<file path="config.mk">
export PLATFORM = sky130hd
export DESIGN_NAME = tbwp_locate
export DESIGN_NICKNAME = d
export VERILOG_FILES = /design/src/tbwp_pkg.sv /design/src/tbwp_locate.sv
export SDC_FILE = /design/constraint.sdc
export NUM_CORES = 1
export LEC_CHECK = 0
export BUFFER_PORTS_ARGS = -buffer_cell sky130_fd_sc_hd__buf_2
export CAP_MARGIN = 20
export CORE_ASPECT_RATIO = 0.6
export CORE_MARGIN = 10
export CORE_UTILIZATION = 45
export DETAILED_ROUTE_END_ITERATION = 16
export PLACE_DENSITY = 0.8
export SETUP_SLACK_MARGIN = 0.4
export SYNTH_ARGS = -nofsm -noshare
export SYNTH_HDL_FRONTEND = slang
export SYNTH_SLANG_ARGS = --single-unit
</file>
<file path="constraint.sdc">
create_clock -name clock -period 3.99 [get_ports clock]
set_clock_uncertainty 0.15 [all_clocks]
set_input_delay 0.798 -clock clock [delete_from_list [all_inputs] [get_ports clock]]
set_output_delay 0.798 -clock clock [all_outputs]
set_load 0.005 [all_outputs]
</file>
<file path="src/tbwp_pkg.sv">
// Shared types and constants of the tile background/window pixel unit.
// No dependencies; used by every module of the block but tbwp_ram.
package tbwp_pkg;

   localparam int SCREEN_WIDTH  = 160;
   localparam int SCREEN_HEIGHT = 144;
   localparam int VRAM_BYTES    = 8192;

   localparam int ADDR_W    = $clog2(VRAM_BYTES);
   localparam int ROW_W     = ADDR_W - 1;
   localparam int BANK_ROWS = VRAM_BYTES / 2;

   localparam logic [ADDR_W-1:0] SIGNED_DATA_BASE = ADDR_W'(16'h0800);

   // lcd_control bit positions
   localparam int LCDC_BG_ON    = 0;
   localparam int LCDC_BG_MAP   = 3;
   localparam int LCDC_DATA_SEL = 4;
   localparam int LCDC_WIN_ON   = 5;
   localparam int LCDC_WIN_MAP  = 6;

   localparam logic ACTION_WRITE  = 1'b0;
   localparam logic ACTION_RENDER = 1'b1;

   typedef enum logic [2:0] {
      CSR_LCD_CONTROL       = 3'd0,
      CSR_SCROLL_Y          = 3'd1,
      CSR_SCROLL_X          = 3'd2,
      CSR_BG_PALETTE        = 3'd3,
      CSR_WINDOW_TOP        = 3'd4,
      CSR_WINDOW_LEFT_PLUS7 = 3'd5
   } csr_index_type;

   typedef struct packed {
      logic [7:0] lcd_control;
      logic [7:0] scroll_y;
      logic [7:0] scroll_x;
      logic [7:0] bg_palette;
      logic [7:0] window_top;
      logic [7:0] window_left_plus7;
   } cfg_type;

   // Per-pixel context carried down the pipeline
   typedef struct packed {
      logic       covered;
      logic       map_odd;
      logic [2:0] fine_x;
      logic [2:0] fine_y;
   } pixel_ctx_type;

   typedef struct packed {
      logic s1_valid;
      logic s2_valid;
      logic s1_free;
      logic s2_free;
      logic tile_re;
   } pipe_status_type;

endpackage

</file>
<file path="src/tbwp_locate.sv">
// Accept-time pixel placement: window coverage, window line counter, map address.
// Depends on tbwp_pkg.
module tbwp_locate (
   input  logic                         clock,
   input  logic                         reset,
   input  logic                         render_accept,
   input  logic [7:0]                   line,
   input  logic [7:0]                   column,
   input  tbwp_pkg::cfg_type            cfg,
   output logic [tbwp_pkg::ROW_W-1:0]   map_row,
   output tbwp_pkg::pixel_ctx_type      ctx
);

   localparam logic [8:0] HEIGHT_LIMIT = 9'(tbwp_pkg::SCREEN_HEIGHT);
   localparam logic [8:0] LEFT_LIMIT   = 9'(tbwp_pkg::SCREEN_WIDTH + 7);
   localparam logic [7:0] LAST_COL     = 8'(tbwp_pkg::SCREEN_WIDTH - 1);

   logic [7:0] wlc_ff, wlc_in;
   logic       seen_ff, seen_in;

   logic       col_first, frame_first;
   logic [7:0] wlc_eff;
   logic       seen_eff, seen_mid;
   logic       line_active, covered;
   logic [8:0] col_plus7, win_diff;
   logic [7:0] bg_x, bg_y, sel_x, sel_y;
   logic       map_hi;
   logic [tbwp_pkg::ADDR_W-1:0] map_addr;

   always_comb begin
      col_first   = (column == 8'd0);
      frame_first = col_first && (line == 8'd0);
      wlc_eff     = frame_first ? 8'd0 : wlc_ff;
      seen_eff    = col_first ? 1'b0 : seen_ff;

      line_active = cfg.lcd_control[tbwp_pkg::LCDC_WIN_ON]
                    && ({1'b0, cfg.window_top} < HEIGHT_LIMIT)
                    && ({1'b0, cfg.window_left_plus7} < LEFT_LIMIT)
                    && (line >= cfg.window_top);
      col_plus7   = {1'b0, column} + 9'd7;
      covered     = line_active && (col_plus7 >= {1'b0, cfg.window_left_plus7});
      win_diff    = col_plus7 - {1'b0, cfg.window_left_plus7};

      bg_y   = line + cfg.scroll_y;
      bg_x   = column + cfg.scroll_x;
      sel_x  = covered ? win_diff[7:0] : bg_x;
      sel_y  = covered ? wlc_eff : bg_y;
      map_hi = covered ? cfg.lcd_control[tbwp_pkg::LCDC_WIN_MAP]
                       : cfg.lcd_control[tbwp_pkg::LCDC_BG_MAP];

      // map base is 0x1800 or 0x1C00, then 32 entries per tile row
      map_addr = {2'b11, map_hi, sel_y[7:3], sel_x[7:3]};
      map_row  = map_addr[tbwp_pkg::ADDR_W-1:1];

      ctx.covered = covered;
      ctx.map_odd = map_addr[0];
      ctx.fine_x  = sel_x[2:0];
      ctx.fine_y  = sel_y[2:0];

      seen_mid = seen_eff | line_active;
      if (column == LAST_COL) begin
         wlc_in  = seen_mid ? wlc_eff + 8'd1 : wlc_eff;
         seen_in = 1'b0;
      end else begin
         wlc_in  = wlc_eff;
         seen_in = seen_mid;
      end
   end

   always_ff @(posedge clock) begin
      if (reset) begin
         wlc_ff  <= 8'd0;
         seen_ff <= 1'b0;
      end else if (render_accept) begin
         wlc_ff  <= wlc_in;
         seen_ff <= seen_in;
      end
   end

endmodule

</file>
# After elaboration in Yosys (flattened, before gate mapping)
# Cells that the tools add are included.
[word_totals]
word_cells = 28
out_inout_bits = 20
regBits = 9
in_bits = 67
[classes]
n_addsub = 5
muxes = 8
n_lt_le_gt_ge = 4
bitwise_logic = 1
eq_ne = 1
n_reduce_logical = 7
[op_table]
columns = ["operator", "n"]
rows = [
  ["two-way mux 8 bit", 5],
  ["adder 8 bit", 2],
  ["zero test 8 bit", 2],
  ["less-than comparator 8 bit, second input constant", 2],
  ["adder 8 x 3 -> 9 bit, second input constant", 1],
  ["greater-or-equal comparator 9 x 8 -> 1 bit", 1],
  ["adder 8 x 1 -> 8 bit, second input constant", 1],
  ["== test 8 bit, second input constant", 1],
  ["greater-or-equal comparator 8 bit", 1],
  ["subtractor 8 bit", 1],
  ["logical AND 1 bit", 5],
  ["two-way mux 1 bit", 3],
  ["bitwise OR 1 bit", 1],
]

# Logic depth before layout (Yosys ltp)
[depth]
word_depth = 7
ltp_mapped = 13

# Least setup slack after synthesis
# Ideal clock, no wire load.
[synth_timing]
path_kind = "input port to output port"
start = "in column[1]"
end = "out map_row[9] (netlist name)"
path_stages = 13
setup_slack_ns = -0.023
t_arrival_ns = 3.065
cell_sequence = "inv_1 > ha_1 > nand2b_1 > and4_1 > xor2_1 > ha_1 > nand2_1 > o21ai_0 > o21ai_0 > nand2b_4 > a21oi_4 > mux2_2 > buf_4"
[synth_between]
elab_chain_cells = 4
[synth_lines]
columns = ["element", "line_no", "text"]
rows = [
  ["from (decl)", "tbwp_locate.sv:8", "input logic [7:0] column,"],
  ["adder 8 x 3 -> 9 bit", "tbwp_locate.sv:40", "col_plus7 = {1'b0, column} + 9'd7;"],
  ["greater-or-equal comparator 9 x 8 -> 1 bit", "tbwp_locate.sv:41", "covered = line_active && (col_plus7 >= {1'b0, cfg.window_left_plus7});"],
  ["logical AND 1 bit", "tbwp_locate.sv:41", ""],
  ["two-way mux 1 bit", "tbwp_locate.sv:48", "map_hi = covered ? cfg.lcd_control[tbwp_pkg::LCDC_WIN_MAP]"],
  ["to (decl)", "tbwp_locate.sv:10", "output logic [tbwp_pkg::ROW_W-1:0] map_row,"],
]
# No other way between the ends.

==> results.sh <==
export IMPL_grt_overflow=0
export IMPL_drt_wl_total_um=6872
export IMPL_max_stage_delay_ns=0.34
export IMPL_ctsHoldBuffers=0
export IMPL_drc_errors=0
export IMPL_r2r_cells=5
export IMPL_crit_path_end_kind="primary output"
export IMPL_yosys_warnings=0
export IMPL_drive_gt1_frac=0.3573
export IMPL_p_int_uw=373.8
export IMPL_synth_seq_area_share=0.08367
export IMPL_p_per_area_nw_per_um2=195.3
export IMPL_crit_slowest_cell="ha_1"
export IMPL_violations="negative setup slack"
export IMPL_min_path_type="reg -> reg"
export IMPL_viasPerCell=5.427
export IMPL_tns_ns=-0.3468
export IMPL_dr_pass1_iters=5
export IMPL_ys_flop_type="dfxtp_1"
export IMPL_numCtsBuffers=3
export IMPL_grt_antenna_before_repair=0
export IMPL_path_class="in -> out"
export IMPL_p_clk_frac=0.181
export IMPL_pin_count=87
export IMPL_ys_types=52
export IMPL_n_antenna_cell=0
export IMPL_final_nets=494
export IMPL_htree_levels=1
export IMPL_irDropWorstVdd_mv=0.1105
export IMPL_pre_cts_slack_ns=-0.2505
export IMPL_status="finished with violations"
export IMPL_core_area_um2=4588
export IMPL_syn_mean_instance_area_um2=7.582
export IMPL_dieArea_um2=8043
export IMPL_area_delta_synth_final_pct=42.77
export IMPL_yosysTopAreaCell="ha_1"
export IMPL_grt_setup_unrepaired="yes"
export IMPL_grt_usage=0.1686
export IMPL_postLayoutCoreUtil=0.6700
export IMPL_crit_chain="buf_12, inv_16, ha_4, buf_4, xor2_1, ha_1, o21a_1, o31a_1, o21ai_2, nand2b_4, a21oi_4, buf_12, buf_12, mux2i_1, buf_2"
export IMPL_r2r_end="wlc_ff[5]"
export IMPL_vias=2453
export IMPL_required_ns=3.04
export IMPL_worstPathArrival_ns=3.09
export IMPL_rrSetupSlack_ns=2.24
export IMPL_drtIter0Drc=203
export IMPL_dp_cells=438
export IMPL_switchingPower_uw=226.5
export IMPL_max_freq_mhz=247.7
export IMPL_std_cell_rows=19
export IMPL_netlist_top_cells_count="ha_1, inv_1, nand2_1"
export IMPL_seq_power_share=0.151
export IMPL_start_kind="input port"
export IMPL_finalNonFillerCells=452
export IMPL_synth_seq_cells=9
export IMPL_syn_inst=284
export IMPL_critPathLaunch="column[1]"
export IMPL_synthTopCellsByArea="ha_1, dfxtp_1, mux2i_1, inv_1, xnor2_1"
export IMPL_clk_latency_ns=0.23
export IMPL_finalCritPeriodShare=1.012
export IMPL_critPathCapture="ctx[3]"
export IMPL_clock_root_buffer="clkbuf_8"
export IMPL_postRouteAntennaNets=0
export IMPL_die_y_um=73.58
export IMPL_period_needed_ns=4.038
export IMPL_leakage_uw=0.001488
export IMPL_start_util=0.4693
export IMPL_drv_cap=0
export IMPL_setup_viol=15
export IMPL_die_width_um=109.3
export IMPL_worst_path_most_repeated_cell="buf_12"
export IMPL_grt_pass1_vias=2381
export IMPL_post_dp_hpwl_um=5746
export IMPL_syn_area_um2=2153
export IMPL_fin_ws_ns=-0.04789
export IMPL_p_comb_frac=0.668
export IMPL_grt_max_degree=13
export IMPL_holdWs_ns=0.3458
export IMPL_clockBufferDepth=2
export IMPL_place_gp_congestion=0.8649
export IMPL_crit_fanout=7
export IMPL_clock_sinks=9
export IMPL_portBuffers=71
export IMPL_drt_wirelength_per_cell_um=15.20
export IMPL_clk_pin_slew_ns=0.05
export IMPL_synthArstFlopShare=0
export IMPL_timing_rr_start="wlc_ff[0]"
export IMPL_finalHoldViolCount=0
export IMPL_finalMaxSlewViolations=0
export IMPL_cts_tree="done"
export IMPL_synth_edff_count=0
export IMPL_synth_top_area_frac=0.1976
export IMPL_grt_pass1_wl_um=11380
export IMPL_netSwitchingFraction=0.3773
==> metrics by stage <==
step           area [um2]  total power [uW]
2_1_floorplan        2200             299.1
3_3_place_gp         2811             437.2
3_5_place_dp         2811             447.4
4_1_cts              3047             593.3
5_1_grt              3074             645.1
6_report             3074             600.4
==> layer usage <==
layer	vias up	track usage	wire length (um)
li1	1214	-	-
met1	1108	0.2285	3205
met2	123	0.2710	3005
met5	-	0	0
met4	0	0.02874	74
met3	8	0.03581	586
==> flip-flops by register name, indices dropped and copies added (netlist names) <==
name / cells
wlc_ff: 8
seen_ff: 1
==> power by group through the flow <==
stage	logic, uW	clock network [uW]	registers (uW)
final	401	109	90.8
after global routing	440	114	90.7
after CTS	393	110	90.8
after detailed placement	355	0	92.5
after global placement	345	0	92.5
after floorplan	207	0	92.4
==> cell type report <==
cell class / count / area [um2]
Multi-Input combinational cell: 231 / 1852
Fill cell: 361 / 1514
Timing Repair Buffer: 110 / 768.2
Sequential cell: 9 / 180.2
Inverter: 35 / 150.1
Tap cell: 63 / 78.83
Clock buffer: 4 / 45.04
==> placed cells by master, fill, tap and decap left out, types with 11 or more instances in the layout <==
cell type and n:
xnor2_1 14, inv_1 32, nand2_1 26, mux2i_1 14, nand4_1 11, buf_2 63, a21oi_1 11, nand3_1 12
nor2_1 15, buf_4 33, ha_1 33
==> worst min path at each step <==
stage                         start         to  depth (start not counted)
after CTS                   seen_ff    seen_ff                          2
after global placement      seen_ff    seen_ff                          2
after detailed placement    seen_ff    seen_ff                          2
after floorplan             seen_ff    seen_ff                          2
final                     wlc_ff[5]  wlc_ff[5]                          2
after global routing        seen_ff    seen_ff                          2
==> kinds of logic (layout without fill, tap and decap cells) <==
kind of cell / Yosys count / after routing / share of synthesized area
other: 1 / 2 / 0.001742
muxes: 22 / 22 / 0.1063
xor gates and xnor gates: 23 / 23 / 0.09355
and+or+nand+nor: 92 / 92 / 0.2179
DFF: 9 / 9 / 0.08367
buffers and inverters: 45 / 149 / 0.09355
adders and majority gates: 37 / 37 / 0.2255
AOI/OAI and AO/OA: 55 / 55 / 0.1778
==> repair_timing <==
action	CTS	global route
gates cloned	0	0
pin swaps	9	6
gates resized for setup	25	4
buffers inserted	9	1
setup endpoints to repair	18	18
==> critical path, delay by kind of cell <==
| kind | cells | cell delay (ns) |
|---|---|---|
| and+or+nand+nor | 1 | 0.15 |
| buffers and inverters | 6 | 0.68 |
| muxes | 1 | 0.18 |
| AOI/OAI and AO/OA | 4 | 0.64 |
| xor gates and xnor gates | 1 | 0.13 |
| adders and majority gates | 2 | 0.50 |
Note: power is estimated with default switching activity, not from simulation.
