`src/tbwp_pkg.sv`:
```
// Shared types and constants of the tile background/window pixel unit.
// No dependencies; used by every module of the block but tbwp_ram.
package tbwp_pkg;

   localparam int SCREEN_WIDTH  = 160;
   localparam int SCREEN_HEIGHT = 144;
   localparam int VRAM_BYTES    = 8192;

   localparam int ADDR_W    = $clog2(VRAM_BYTES);
   localparam int ROW_W     = ADDR_W - 1;
   localparam int BANK_ROWS = VRAM_BYTES / 2;

   localparam logic [ADDR_W-1:0] SIGNED_DATA_BASE = ADDR_W'(16'h0800);

   // lcd_control bit positions
   localparam int LCDC_BG_ON    = 0;
   localparam int LCDC_BG_MAP   = 3;
   localparam int LCDC_DATA_SEL = 4;
   localparam int LCDC_WIN_ON   = 5;
   localparam int LCDC_WIN_MAP  = 6;

   localparam logic ACTION_WRITE  = 1'b0;
   localparam logic ACTION_RENDER = 1'b1;

   typedef enum logic [2:0] {
      CSR_LCD_CONTROL       = 3'd0,
      CSR_SCROLL_Y          = 3'd1,
      CSR_SCROLL_X          = 3'd2,
      CSR_BG_PALETTE        = 3'd3,
      CSR_WINDOW_TOP        = 3'd4,
      CSR_WINDOW_LEFT_PLUS7 = 3'd5
   } csr_index_type;

   typedef struct packed {
      logic [7:0] lcd_control;
      logic [7:0] scroll_y;
      logic [7:0] scroll_x;
      logic [7:0] bg_palette;
      logic [7:0] window_top;
      logic [7:0] window_left_plus7;
   } cfg_type;

   // Per-pixel context carried down the pipeline
   typedef struct packed {
      logic       covered;
      logic       map_odd;
      logic [2:0] fine_x;
      logic [2:0] fine_y;
   } pixel_ctx_type;

   typedef struct packed {
      logic s1_valid;
      logic s2_valid;
      logic s1_free;
      logic s2_free;
      logic tile_re;
   } pipe_status_type;

endpackage

```
`src/tbwp_shade.sv`:
```
// Pixel pipeline after the map read: tile row fetch, bit pick, palette, output register.
// Depends on tbwp_pkg; read data comes from the two tbwp_ram banks.
module tbwp_shade (
   input  logic                         clock,
   input  logic                         reset,
   input  logic                         render_accept,
   input  tbwp_pkg::pixel_ctx_type      ctx_in,
   input  tbwp_pkg::cfg_type            cfg,
   input  logic [7:0]                   map_even,
   input  logic [7:0]                   map_odd,
   input  logic [7:0]                   tile_lo,
   input  logic [7:0]                   tile_hi,
   input  logic                         rsp_stall,
   output logic [tbwp_pkg::ROW_W-1:0]   tile_row,
   output tbwp_pkg::pipe_status_type    status,
   output logic                         rsp_valid,
   output logic [1:0]                   rsp_shade,
   output logic                         rsp_from_window
);

   logic                    s1_valid_ff, s2_valid_ff, out_valid_ff;
   tbwp_pkg::pixel_ctx_type s1_ctx_ff, s2_ctx_ff;
   logic [1:0]              shade_ff, shade_in;
   logic                    from_window_ff;

   logic                    out_ready, s2_free, s1_free;
   logic [7:0]              tile_index;
   logic [tbwp_pkg::ADDR_W-1:0] tile_addr;
   logic [2:0]              bit_sel;
   logic [1:0]              raw;

   always_comb begin
      out_ready = !out_valid_ff || !rsp_stall;
      s2_free   = !s2_valid_ff || out_ready;
      s1_free   = !s1_valid_ff || s2_free;

      tile_index = s1_ctx_ff.map_odd ? map_odd : map_even;
      if (cfg.lcd_control[tbwp_pkg::LCDC_DATA_SEL]) begin
         tile_addr = {1'b0, tile_index, s1_ctx_ff.fine_y, 1'b0};
      end else begin
         // signed addressing: index + 128 from 0x0800
         tile_addr = tbwp_pkg::SIGNED_DATA_BASE
                     + {1'b0, ~tile_index[7], tile_index[6:0], s1_ctx_ff.fine_y, 1'b0};
      end
      tile_row = tile_addr[tbwp_pkg::ADDR_W-1:1];

      bit_sel  = ~s2_ctx_ff.fine_x;
      raw      = {tile_hi[bit_sel], tile_lo[bit_sel]};
      shade_in = cfg.lcd_control[tbwp_pkg::LCDC_BG_ON] ? cfg.bg_palette[{raw, 1'b0} +: 2]
                                                       : 2'd0;

      status.s1_valid = s1_valid_ff;
      status.s2_valid = s2_valid_ff;
      status.s1_free  = s1_free;
      status.s2_free  = s2_free;
      status.tile_re  = s1_valid_ff && s2_free;
   end

   always_ff @(posedge clock) begin
      if (reset) begin
         s1_valid_ff  <= 1'b0;
         s2_valid_ff  <= 1'b0;
         out_valid_ff <= 1'b0;
      end else begin
         if (s1_free) begin
            s1_valid_ff <= render_accept;
         end
         if (s2_free) begin
            s2_valid_ff <= s1_valid_ff;
         end
         if (out_ready) begin
            out_valid_ff <= s2_valid_ff;
         end
      end
   end

   always_ff @(posedge clock) begin
      if (s1_free) begin
         s1_ctx_ff <= ctx_in;
      end
      if (s2_free) begin
         s2_ctx_ff <= s1_ctx_ff;
      end
      if (out_ready) begin
         shade_ff       <= shade_in;
         from_window_ff <= s2_ctx_ff.covered;
      end
   end

   assign rsp_valid       = out_valid_ff;
   assign rsp_shade       = shade_ff;
   assign rsp_from_window = from_window_ff;

endmodule

```
`config.mk`:
```
export PLATFORM = sky130hd
export DESIGN_NAME = tbwp_shade
export DESIGN_NICKNAME = d
export VERILOG_FILES = /design/src/tbwp_pkg.sv /design/src/tbwp_shade.sv
export SDC_FILE = /design/constraint.sdc
export NUM_CORES = 1
export LEC_CHECK = 0
export BUFFER_PORTS_ARGS = -buffer_cell sky130_fd_sc_hd__buf_2
export CAP_MARGIN = 0
export CORE_ASPECT_RATIO = 1.25
export CORE_MARGIN = 2
export CORE_UTILIZATION = 28
export CTS_CLUSTER_SIZE = 25
export DETAILED_ROUTE_END_ITERATION = 10
export PLACE_DENSITY_LB_ADDON = 0.25
export RECOVER_POWER = 100
export SYNTH_ARGS = -nofsm -noshare
export SYNTH_HDL_FRONTEND = slang
export SYNTH_SLANG_ARGS = --single-unit
```
`constraint.sdc`:
```
create_clock -name clock -period 1.9 [get_ports clock]
set_input_delay 0.095 -clock clock [delete_from_list [all_inputs] [get_ports clock]]
set_output_delay 0.095 -clock clock [all_outputs]
set_load 0.02 [all_outputs]
```
=== Word-level counts from Yosys, hierarchy flattened ===
Index checks and enable logic that the tools add are counted.

* Add/subtract/negate cells: 1
* Order comparisons: 1
* Shift operators: 1
* Mux-type cells: 6
* Bitwise logic cells: 2
* Reduce and logical (&&, ||, !) cells: 8

{| class="wikitable"
|+ Operators by type and width
! cell !! count
|-
| adder 12 x 12 -> 13 bit, first input constant || 1
|-
| two-way mux 13 bit || 1
|-
| two-way mux 8 bit || 1
|-
| variable part select 8 x 4 -> 2 bit || 1
|-
| binary-select mux 1 bit (select 3 bit) || 2
|-
| logical NOT 1 bit || 4
|-
| < comparator 3 x 4 -> 1 bit, second input constant || 1
|-
| logical OR 1 bit || 3
|-
| NOT 3 bit || 1
|-
| two-way mux 1 bit || 2
|-
| logical AND 1 bit || 1
|-
| NOT 1 bit || 1
|}

* Register bits: 18
* Input bits: 92
* Output and inout port bits: 21
* Word-level logic and storage cells: 30

=== Logic depth before layout (Yosys ltp) ===
Gate-level depths: netlist (run 1).

* Depth after elaboration: 4
* Depth in mapped cells: 5
* Depth with buffers taken out: 4

=== Worst setup path after synthesis (run 1) ===
No wires, ideal clock.

* Kind: register to register
* Start point: register s2_ctx_ff[3] (netlist name)
* End point: register shade_ff[0], in the netlist rsp_shade[0], data pin
* Library setup time: 255 ps
* Arrival time: 1,778 ps
* Required time: 1,645 ps
* Path slack: -132 ps
* Stages on the path, launching flop included: 6
* Buffers on the path: 1
* Cells stage by stage: edfxtp_1 -> buf_6 -> mux4_2 -> mux2_4 -> mux4_2 -> and2_1

* Word-level cells in the longest chain between the ends: 4
* Elaborated cells on any way between the ends: 6

{| class="wikitable"
|+ RTL lines
! element !! line !! text
|-
| start: declaration || tbwp_shade.sv:22 || <nowiki>tbwp_pkg::pixel_ctx_type s1_ctx_ff, s2_ctx_ff;</nowiki>
|-
| start signal: assignment || tbwp_shade.sv:82 || <nowiki>s2_ctx_ff <= s1_ctx_ff;</nowiki>
|-
| NOT 3 bit (*) || tbwp_shade.sv:47 || <nowiki>bit_sel = ~s2_ctx_ff.fine_x;</nowiki>
|-
| binary-select mux 1 bit (select 3 bit) || tbwp_shade.sv:48 || <nowiki>raw = {tile_hi[bit_sel], tile_lo[bit_sel]};</nowiki>
|-
| two-way mux 1 bit (implied by the code) || tbwp_shade.sv:48 ||
|-
| variable part select 8 x 4 -> 2 bit (*) || tbwp_shade.sv:49 || <nowiki>shade_in = cfg.lcd_control[tbwp_pkg::LCDC_BG_ON] ? cfg.bg_palette[{raw, 1'b0} +: 2]</nowiki>
|-
| end signal: assignment || tbwp_shade.sv:85 || <nowiki>shade_ff <= shade_in;</nowiki>
|-
| end: declaration || tbwp_shade.sv:23 || <nowiki>logic [1:0] shade_ff, shade_in;</nowiki>
|}

Every way passes the cells marked *; elsewhere a longest branch is shown, timed or not. The select of a mux whose other input is x is not followed.
A chain may end at the register's enable or synchronous reset.

=== Worst setup path after layout (run 1) ===
* Start point: register s2_ctx_ff[3] (netlist name)
* End point: register shade_ff[1], in the netlist rsp_shade[1], data pin

The elaborated chain is that of the path after synthesis.

==> results.sh, run 1 <==
export IMPL_cts_sinks=18
export IMPL_multi_input_area_um2=324.1
export IMPL_synth_seq_cells=18
export IMPL_clock_latency_ns=0.24
export IMPL_grt_pass1_vias=702
export IMPL_vdd_drop_max_v=0.0004055
export IMPL_wl_per_cell_um=11.38
export IMPL_max_slew_margin_pct=76.62
export IMPL_synth_edf_count=15
export IMPL_yosysMostFrequentCell="edfxtp_1"
export IMPL_violations="negative setup slack"
export IMPL_drc=0
export IMPL_syn_nets=151
export IMPL_finalCritPeriodShare_pct=107.5
export IMPL_outcome="finished with violations"
export IMPL_criticalPathCategory="register to register"
export IMPL_ios=113
export IMPL_grt_pass1_wl_um=2704
export IMPL_via_per_inst=4.331
export IMPL_grt_overflow=0
export IMPL_die_h_um=67.42
export IMPL_fin_skew_ns=0.0005536
export IMPL_yosysWarnings=0
export IMPL_crit_path_start="s2_ctx_ff[3]$_DFFE_PP_"
export IMPL_clockRootBuffer="clkbuf_8"
export IMPL_period_minus_slack_ns=2.043
export IMPL_cts_max_level=1
export IMPL_p_leak_nw=0.5775
export IMPL_cp_start_kind="register"
export IMPL_io_buffers=74
export IMPL_drt_iter0_drc=6
export IMPL_finalSetupViolCount=2
export IMPL_synth_cells=59
export IMPL_synth_cell_area_um2=900.9
export IMPL_die_w_um=54.74
export IMPL_path_clk_slew_ns=0.06
export IMPL_dr_pass1_iters=2
export IMPL_cts_tree="built"
export IMPL_cp_max_fo=3
export IMPL_nNetsFinal=222
export IMPL_hold_viol_final=0
export IMPL_totalWireLength_um=1889
export IMPL_fin_ws_ns=-0.1432
export IMPL_yosys_area_top_type="edfxtp_1"
export IMPL_r2r_cells=4
export IMPL_final_util_pct=41.16
export IMPL_power_density_mw_per_mm2=733.4
export IMPL_diodes=0
export IMPL_hold_buffers=0
export IMPL_drv_cap=0
export IMPL_arrival_ns=2.05
export IMPL_synth_distinct_cells=15
export IMPL_clockBufferDepth=2
export IMPL_tightest_slew_ns=0.3499
export IMPL_syn_area_per_cell_um2=15.27
export IMPL_layout_area_seq_um2=510.5
export IMPL_grt_max_degree=11
export IMPL_synthTopCellsByArea="edfxtp_1, mux4_2, mux2_2"
export IMPL_seq_area_frac_synth_pct=56.67
export IMPL_synthTopCellsByCount="edfxtp_1, mux2_2, buf_4"
export IMPL_synth_top_area_share_pct=50.00
export IMPL_area_growth_pct=43.33
export IMPL_fillers=318
export IMPL_core_mm2=0.003137
export IMPL_fmax_ghz=0.4894
export IMPL_crit_required_ns=1.91
export IMPL_maxSlewViolCount=0
export IMPL_ys_async_sr_fraction_pct=0
export IMPL_finalPower_mw=0.9470
export IMPL_start_util_pct=28.72
export IMPL_critPathCaptureType="register"
export IMPL_dp_hpwl_um=1664
export IMPL_gp_congestion=0.6436
export IMPL_hold_path_class="input port to register"
export IMPL_r2r_end="rsp_shade[1]$_SDFFCE_PN0P_"
export IMPL_drtAntennaViolNets=0
export IMPL_rrSetupSlack_ns=-0.14
export IMPL_critPathCapture="rsp_shade[1]$_SDFFCE_PN0P_"
export IMPL_r2r_start="s2_ctx_ff[3]$_DFFE_PP_"
export IMPL_antenna_found_initial=0
export IMPL_postCtsSetupBuffers=0
export IMPL_ys_flop_type="edfxtp_1"
export IMPL_drive_above_1_share_pct=57.36
export IMPL_core_rowCount=23
export IMPL_numCtsBuffers=3
export IMPL_grt_total_usage_pct=10.17
export IMPL_rsz0062_at_grt="yes"
export IMPL_num_vias=719
export IMPL_dieArea_mm2=0.003690
==> cell families (layout without fill, tap and decap cells) <==
logic type	after synthesis	in the layout	share of synthesized area (%)
AND/OR/NAND/NOR	11	11	5.696
flip-flops	18	18	56.67
AO/OA/AOI/OAI	2	2	1.111
multiplexers	18	18	28.61
buffers and inverters	10	80	7.916
==> where the power goes <==
group          switching [mW]  total, mW  leakage (nW)  internal [mW]
sequential             0.0130      0.465         0.185          0.452
combinational          0.0813      0.182         0.364          0.101
clock                   0.116      0.300        0.0288          0.184
total                   0.210      0.947         0.578          0.737
==> through the flow <==
stage / setup WS, ns / instances / cell area (µm²) / setup TNS [ns] / hold slack (ns)
floorplan: -0.1135 / 59 / 900.9 / -0.2271 / 0.1674
CTS: -0.1450 / 166 / 1318 / -0.2871 / 0.01241
global route: -0.2041 / 166 / 1291 / -0.3977 / 0.006202
global placement: -0.1031 / 162 / 1257 / -0.2003 / 0.2720
detailed placement: -0.1376 / 162 / 1257 / -0.2734 / 0.2736
finish: -0.1432 / 166 / 1291 / -0.2786 / 0.02005
==> what timing repair did <==
action | 4_1_cts | 5_1_grt
endpoints found under the hold margin | 0 | 0
setup endpoints to repair | 2 | 2
gates resized for setup | 2 | 0
==> flip-flops by register name, indices dropped and copies added, names as in the netlist <==
| register | cells |
|---|---|
| rsp_shade | 2 |
| rsp_from_window | 1 |
| s1_valid_ff | 1 |
| s2_valid_ff | 1 |
| s1_ctx_ff | 8 |
| s2_ctx_ff | 4 |
| rsp_valid | 1 |
==> cells in the final DEF, fill, tap and decap left out <==
master    instances
a21oi_1           2
buf_2            53
inv_1             1
mux2i_1           4
and3_1            1
mux2_2            8
clkbuf_8          4
clkbuf_1         21
and2_1            1
nor2_1            5
and2_4            2
nand2_1           2
edfxtp_1         15
buf_4             1
mux4_2            5
dfxtp_1           3
mux2_4            1
==> how the worst min path moves through the flow <==
stage | from | to | slack, ns | cells past startpoint
floorplan | reset | rsp_valid$_SDFFE_PP0P_ | 0.17 | 1
global placement | ctx_in[6] | s1_ctx_ff[6]$_DFFE_PP_ | 0.27 | 1
detailed placement | ctx_in[1] | s1_ctx_ff[1]$_DFFE_PP_ | 0.27 | 1
CTS | ctx_in[1] | s1_ctx_ff[1]$_DFFE_PP_ | 0.01 | 1
global route | ctx_in[0] | s1_ctx_ff[0]$_DFFE_PP_ | 0.006 | 1
finish | ctx_in[0] | s1_ctx_ff[0]$_DFFE_PP_ | 0.02 | 1
==> routing by layer <==
| metal | vias to the layer above | global-route usage, % | share of wire [%] |
|---|---|---|---|
| met2 | 53 | 19.35 | 50 |
| met3 | 0 | 3.540 | 15 |
| met4 | 0 | 2.813 | 0 |
| met5 | - | 0 | 0 |
| met1 | 313 | 9.887 | 35 |
| li1 | 353 | - | - |
==> critical path, stage by stage (launching register included) <==
cell	delay, ns
edfxtp_1	0.42
mux4_2	0.52
mux2_4	0.30
mux4_2	0.42
and2_4	0.15
==> area by class of cell <==
type,count,share of cell area (%)
flip-flops and latches,18,39.53
repair buffers,75,27.23
multi-input cells,31,25.10
clock buffers,4,4.264
well taps,37,3.585
inverters,1,0.2907
No activity file was read; power rests on OpenSTA's default activity.
==> inputs of run 2 (changes only) <==
--- a/config.mk
+++ b/config.mk
@@ -12,6 +12,7 @@
 export CORE_UTILIZATION = 28
 export CTS_CLUSTER_SIZE = 25
 export DETAILED_ROUTE_END_ITERATION = 10
+export HOLD_SLACK_MARGIN = 0.15
 export PLACE_DENSITY_LB_ADDON = 0.25
 export RECOVER_POWER = 100
 export SYNTH_ARGS = -nofsm -noshare
==> constraint.sdc (replaced) <==
create_clock -name clock -period 1.9 [get_ports clock]
set_input_delay 0.38 -clock clock [delete_from_list [all_inputs] [get_ports clock]]
set_output_delay 0.38 -clock clock [all_outputs]
set_load 0.02 [all_outputs]
==> results.sh, run 2 (synthesis results as in run 1) <==
export IMPL_cts_sinks=18
export IMPL_drc=0
export IMPL_period_minus_slack_ns=2.062
export IMPL_pwr_share_comb_pct=19.7
export IMPL_ios=113
export IMPL_grt_pass1_wl_um=2525
export IMPL_drtAntennaViolNets=0
export IMPL_p_int_mw=0.7386
export IMPL_num_vias=746
export IMPL_numCtsBuffers=3
export IMPL_die_w_um=54.74
export IMPL_finalCritPeriodShare_pct=108.5
export IMPL_totalWireLength_um=1852
export IMPL_cts_max_level=1
export IMPL_clockBufferDepth=2
export IMPL_grt_max_degree=11
export IMPL_tightest_slew_ns=0.4042
export IMPL_drv_cap=0
export IMPL_final_common_cell="buf_2"
export IMPL_final_cell_mix="buf_2, clkbuf_1, edfxtp_1"
export IMPL_crit_required_ns=1.91
export IMPL_vdd_drop_max_v=0.0004316
export IMPL_hold_viol_final=0
export IMPL_hold_buffers=0
export IMPL_via_per_inst=4.440
export IMPL_clock_latency_ns=0.24
export IMPL_core_mm2=0.003137
export IMPL_largest_register_ffs=8
export IMPL_cts_tree="built"
export IMPL_dieArea_mm2=0.003690
export IMPL_diodes=0
export IMPL_finalSetupViolCount=2
export IMPL_wl_per_cell_um=11.02
export IMPL_p_leak_nw=0.5896
export IMPL_criticalPathCategory="register to register"
export IMPL_power_density_mw_per_mm2=725.9
export IMPL_die_h_um=67.42
export IMPL_outcome="finished with violations"
export IMPL_fin_skew_ns=0.002201
export IMPL_placed_area_mm2=0.001272
export IMPL_hold_path_class="input port to register"
export IMPL_postCtsSetupBuffers=0
export IMPL_cp_start_kind="register"
export IMPL_regMostFlops="s1_ctx_ff"
export IMPL_max_slew_margin_pct=73.05
export IMPL_drt_iter0_drc=9
export IMPL_cp_max_fo=3
export IMPL_grt_overflow=0
export IMPL_switchingPower_mw=0.2087
export IMPL_nNetsFinal=224
export IMPL_swShare_pct=22.03
export IMPL_core_rowCount=23
export IMPL_gp_congestion=0.6486
export IMPL_area_growth_pct=44.86
export IMPL_dr_pass1_iters=4
export IMPL_power_frac_clock_pct=31.2
export IMPL_grt_pass1_vias=694
export IMPL_critPathCaptureType="register"
export IMPL_antenna_found_initial=0
export IMPL_fin_ws_ns=-0.1620
export IMPL_dp_hpwl_um=1658
export IMPL_grt_total_usage_pct=9.485
export IMPL_rsz0062_at_grt="yes"
export IMPL_clockRootBuffer="clkbuf_8"
export IMPL_maxSlewViolCount=0
export IMPL_drive_above_1_share_pct=58.78
export IMPL_io_buffers=74
export IMPL_setup_tns_ns=-0.3196
export IMPL_violations="negative setup slack"
export IMPL_path_clk_slew_ns=0.06
export IMPL_fmax_ghz=0.4850
export IMPL_finalInstanceArea_mm2=0.001305
export IMPL_arrival_ns=2.07
export IMPL_start_util_pct=28.72
export IMPL_pwr_share_seq_pct=49.0
[run 2: changes by cell type in the layout (fill, tap and decap cells not counted)]
cell      before  now
clkbuf_2       0    1
buf_4          1    2
and2_0         0    1
buf_2         53   54
clkbuf_1      21   20
and2_1         1    0
[run 2: routing by layer]
layer  wire, µm  share of wire (%)  global-route usage (%)
met3        254                 14                   1.991
met4         15               0.81                   3.750
met2        949                 51                   18.75
met1        632                 34                   8.873
met5          0                  0                       0
[run 2: timing repair]
item,4_1_cts,5_1_grt
gates resized for setup,2,0
hold endpoints to repair,0,0
setup endpoints to repair,2,2
[run 2: final cells by class]
class                   count  area (µm²)
clock buffers               4       55.05
fillers                   319        1832
repair buffers             77       365.4
inverters                   1       3.754
well taps                  37       46.29
multi-input cells          31       324.1
flip-flops and latches     18       510.5
[run 2: worst max-delay path, stage by stage, from the launching register on]
cell      delay, ns
edfxtp_1       0.42
mux4_2         0.51
mux2_4         0.31
mux4_2         0.43
and2_4         0.15
[run 2: path summary, 6_finish.rpt]
kind / depth (start not counted) / slack [ns] / end / from
max: 4 / -0.16 / rsp_shade[1]$_SDFFCE_PN0P_ / s2_ctx_ff[3]$_DFFE_PP_
min: 1 / 0.30 / s1_ctx_ff[0]$_DFFE_PP_ / ctx_in[0]
max reg2reg: 4 / -0.16 / rsp_shade[1]$_SDFFCE_PN0P_ / s2_ctx_ff[3]$_DFFE_PP_
min reg2reg: 0 / 0.42 / rsp_from_window$_DFFE_PP_ / s2_ctx_ff[7]$_DFFE_PP_
[run 2: power groups by stage]
stage,combinational (mW),clock [mW],sequential [mW]
4_1_cts,0.197,0.310,0.465
2_1_floorplan,0.105,0,0.478
5_1_grt,0.202,0.328,0.468
6_report,0.187,0.296,0.465
3_3_place_gp,0.186,0,0.472
3_5_place_dp,0.192,0,0.473
[run 2: through the flow]
step	hold slack (ns)	setup slack, ns	std cells	power [mW]	utilization [%]
5_1_grt	0.2903	-0.2275	168	0.9981	41.60
3_3_place_gp	0.4028	-0.1622	164	0.6587	40.57
3_5_place_dp	0.4063	-0.1972	164	0.6653	40.57
2_1_floorplan	0.4003	-0.1135	59	0.5832	-
6_report	0.3049	-0.1620	168	0.9473	41.60
4_1_cts	0.2986	-0.1875	168	0.9718	42.48
==> inputs of run 3 (changes only) <==
--- a/config.mk
+++ b/config.mk
@@ -10,11 +10,13 @@
 export CORE_ASPECT_RATIO = 1.25
 export CORE_MARGIN = 2
 export CORE_UTILIZATION = 28
+export CTS_BUF_LIST = sky130_fd_sc_hd__clkbuf_16
 export CTS_CLUSTER_SIZE = 25
 export DETAILED_ROUTE_END_ITERATION = 10
 export HOLD_SLACK_MARGIN = 0.15
 export PLACE_DENSITY_LB_ADDON = 0.25
 export RECOVER_POWER = 100
+export SKIP_CTS_REPAIR_TIMING = 1
 export SYNTH_ARGS = -nofsm -noshare
 export SYNTH_HDL_FRONTEND = slang
 export SYNTH_SLANG_ARGS = --single-unit
==> results.sh, run 3 (synthesis results as in run 1) <==
export IMPL_outcome="finished with violations"
export IMPL_violations="negative setup slack"
export IMPL_start_util_pct=28.72
export IMPL_core_rowCount=23
export IMPL_r2r_start="s2_ctx_ff[3]$_DFFE_PP_"
export IMPL_drt_iter0_drc=7
export IMPL_hold_viol_final=0
export IMPL_crit_path_start="s2_ctx_ff[3]$_DFFE_PP_"
export IMPL_cts_tree="built"
export IMPL_diodes=0
export IMPL_worstHoldStart="ctx_in[0]"
export IMPL_cp_start_kind="register"
export IMPL_clockRootBuffer="clkbuf_16"
export IMPL_path_clk_slew_ns=0.05
export IMPL_placed_area_mm2=0.001272
export IMPL_p_leak_nw=0.5975
export IMPL_fmax_ghz=0.4852
export IMPL_maxSlewViolCount=0
export IMPL_core_mm2=0.003137
export IMPL_finalPower_mw=1.054
export IMPL_r2r_cells=4
export IMPL_finalInstanceArea_mm2=0.001326
export IMPL_tightest_slew_ns=0.4042
export IMPL_multi_input_area_um2=321.6
export IMPL_cts_max_level=1
export IMPL_area_growth_pct=47.22
export IMPL_grtUsageMet3_pct=1.991
export IMPL_final_common_cell="buf_2"
export IMPL_gp_congestion=0.6486
export IMPL_drtAntennaViolNets=0
export IMPL_layout_area_seq_um2=510.5
export IMPL_clock_latency_ns=0.24
export IMPL_clockBufferDepth=2
export IMPL_grt_max_degree=11
export IMPL_final_cell_mix="buf_2, clkbuf_1, edfxtp_1"
export IMPL_use_met2_pct=18.60
export IMPL_cp_max_fo=3
export IMPL_antenna_found_initial=0
export IMPL_die_h_um=67.42
export IMPL_fin_skew_ns=0.002165
export IMPL_totalWireLength_um=1857
export IMPL_drive_above_1_share_pct=57.25
export IMPL_fin_ws_ns=-0.1611
export IMPL_max_slew_margin_pct=73.05
export IMPL_grt_pass1_vias=690
export IMPL_io_buffers=74
export IMPL_dp_slack_ns=-0.1972
export IMPL_finalCritPeriodShare_pct=108.5
export IMPL_critPathCaptureType="register"
export IMPL_via_per_inst=4.446
export IMPL_drv_cap=0
export IMPL_dr_pass1_iters=4
export IMPL_rrSetupSlack_ns=-0.16
export IMPL_nNetsFinal=224
export IMPL_met1_usage_pct=8.873
export IMPL_hold_path_class="input port to register"
export IMPL_arrival_ns=2.06
export IMPL_cts_sinks=18
export IMPL_fillers=320
export IMPL_ios=113
export IMPL_finalSetupViolCount=2
export IMPL_grt_pass1_wl_um=2511
export IMPL_die_w_um=54.74
export IMPL_regMostFlops="s1_ctx_ff"
export IMPL_grt_busiest_layer="met2"
export IMPL_dieArea_mm2=0.003690
export IMPL_crit_required_ns=1.90
export IMPL_num_vias=747
export IMPL_grt_overflow=0
export IMPL_dp_hpwl_um=1658
export IMPL_grt_total_usage_pct=9.440
export IMPL_rsz0062_at_grt="yes"
export IMPL_period_minus_slack_ns=2.061
export IMPL_largest_register_ffs=8
export IMPL_numCtsBuffers=3
export IMPL_criticalPathCategory="register to register"
export IMPL_power_density_mw_per_mm2=794.7
export IMPL_critPathCapture="rsp_shade[1]$_SDFFCE_PN0P_"
export IMPL_vdd_drop_max_v=0.0004672
export IMPL_wl_per_cell_um=11.05
export IMPL_drc=0
export IMPL_r2r_end="rsp_shade[1]$_SDFFCE_PN0P_"
-- run 3: cell types whose count changed in the layout (fill, tap and decap cells not counted), sizes merged --
| cell | delta |
|---|---|
| clkbuf | -1 |
| clkinv | +1 |
-- run 3: worst min path at each step --
stage | to | slack (ns) | depth (start not counted)
after floorplan | rsp_from_window$_DFFE_PP_ | 0.40 | 0
after global placement | rsp_from_window$_DFFE_PP_ | 0.40 | 0
after detailed placement | rsp_from_window$_DFFE_PP_ | 0.41 | 0
after CTS | s1_ctx_ff[7]$_DFFE_PP_ | 0.30 | 1
after global routing | s1_ctx_ff[0]$_DFFE_PP_ | 0.30 | 1
final | s1_ctx_ff[0]$_DFFE_PP_ | 0.31 | 1
-- run 3: power breakdown --
part	total, mW	switching [mW]	internal (mW)
combinational	0.185	0.0837	0.101
sequential	0.466	0.0125	0.453
clock	0.403	0.125	0.279
-- run 3: through the flow --
step | util (%) | hold WS (ns) | TNS, ns | std cells
after global routing | 42.28 | 0.3011 | -0.4432 | 168
final | 42.28 | 0.3080 | -0.3172 | 168
after floorplan | - | 0.4003 | -0.2271 | 59
after detailed placement | 40.57 | 0.4063 | -0.3547 | 164
after global placement | 40.57 | 0.4028 | -0.3213 | 164
after CTS | 43.08 | 0.3044 | -0.3680 | 168
-- run 3: area by class of cell --
type	count	area share (%)
Clock buffer	3	5.660
Clock inverter	1	0.2830
Timing Repair Buffer	77	27.55
Inverter	1	0.2830
Tap cell	37	3.491
Multi-Input combinational cell	31	24.25
Sequential cell	18	38.49
-- run 3: routing by layer --
layer / vias up / wire length, µm / part of all wire [%]
met5: - / 0 / 0
met4: 0 / 16 / 0.86
met3: 2 / 260 / 14
met2: 57 / 954 / 51
met1: 330 / 626 / 34
li1: 358 / - / -
-- run 3: worst max-delay path, stage by stage (launching register included) --
cell and delay, ns:
edfxtp_1 0.41, mux4_2 0.51, mux2_4 0.31, mux4_2 0.43, and2_4 0.15
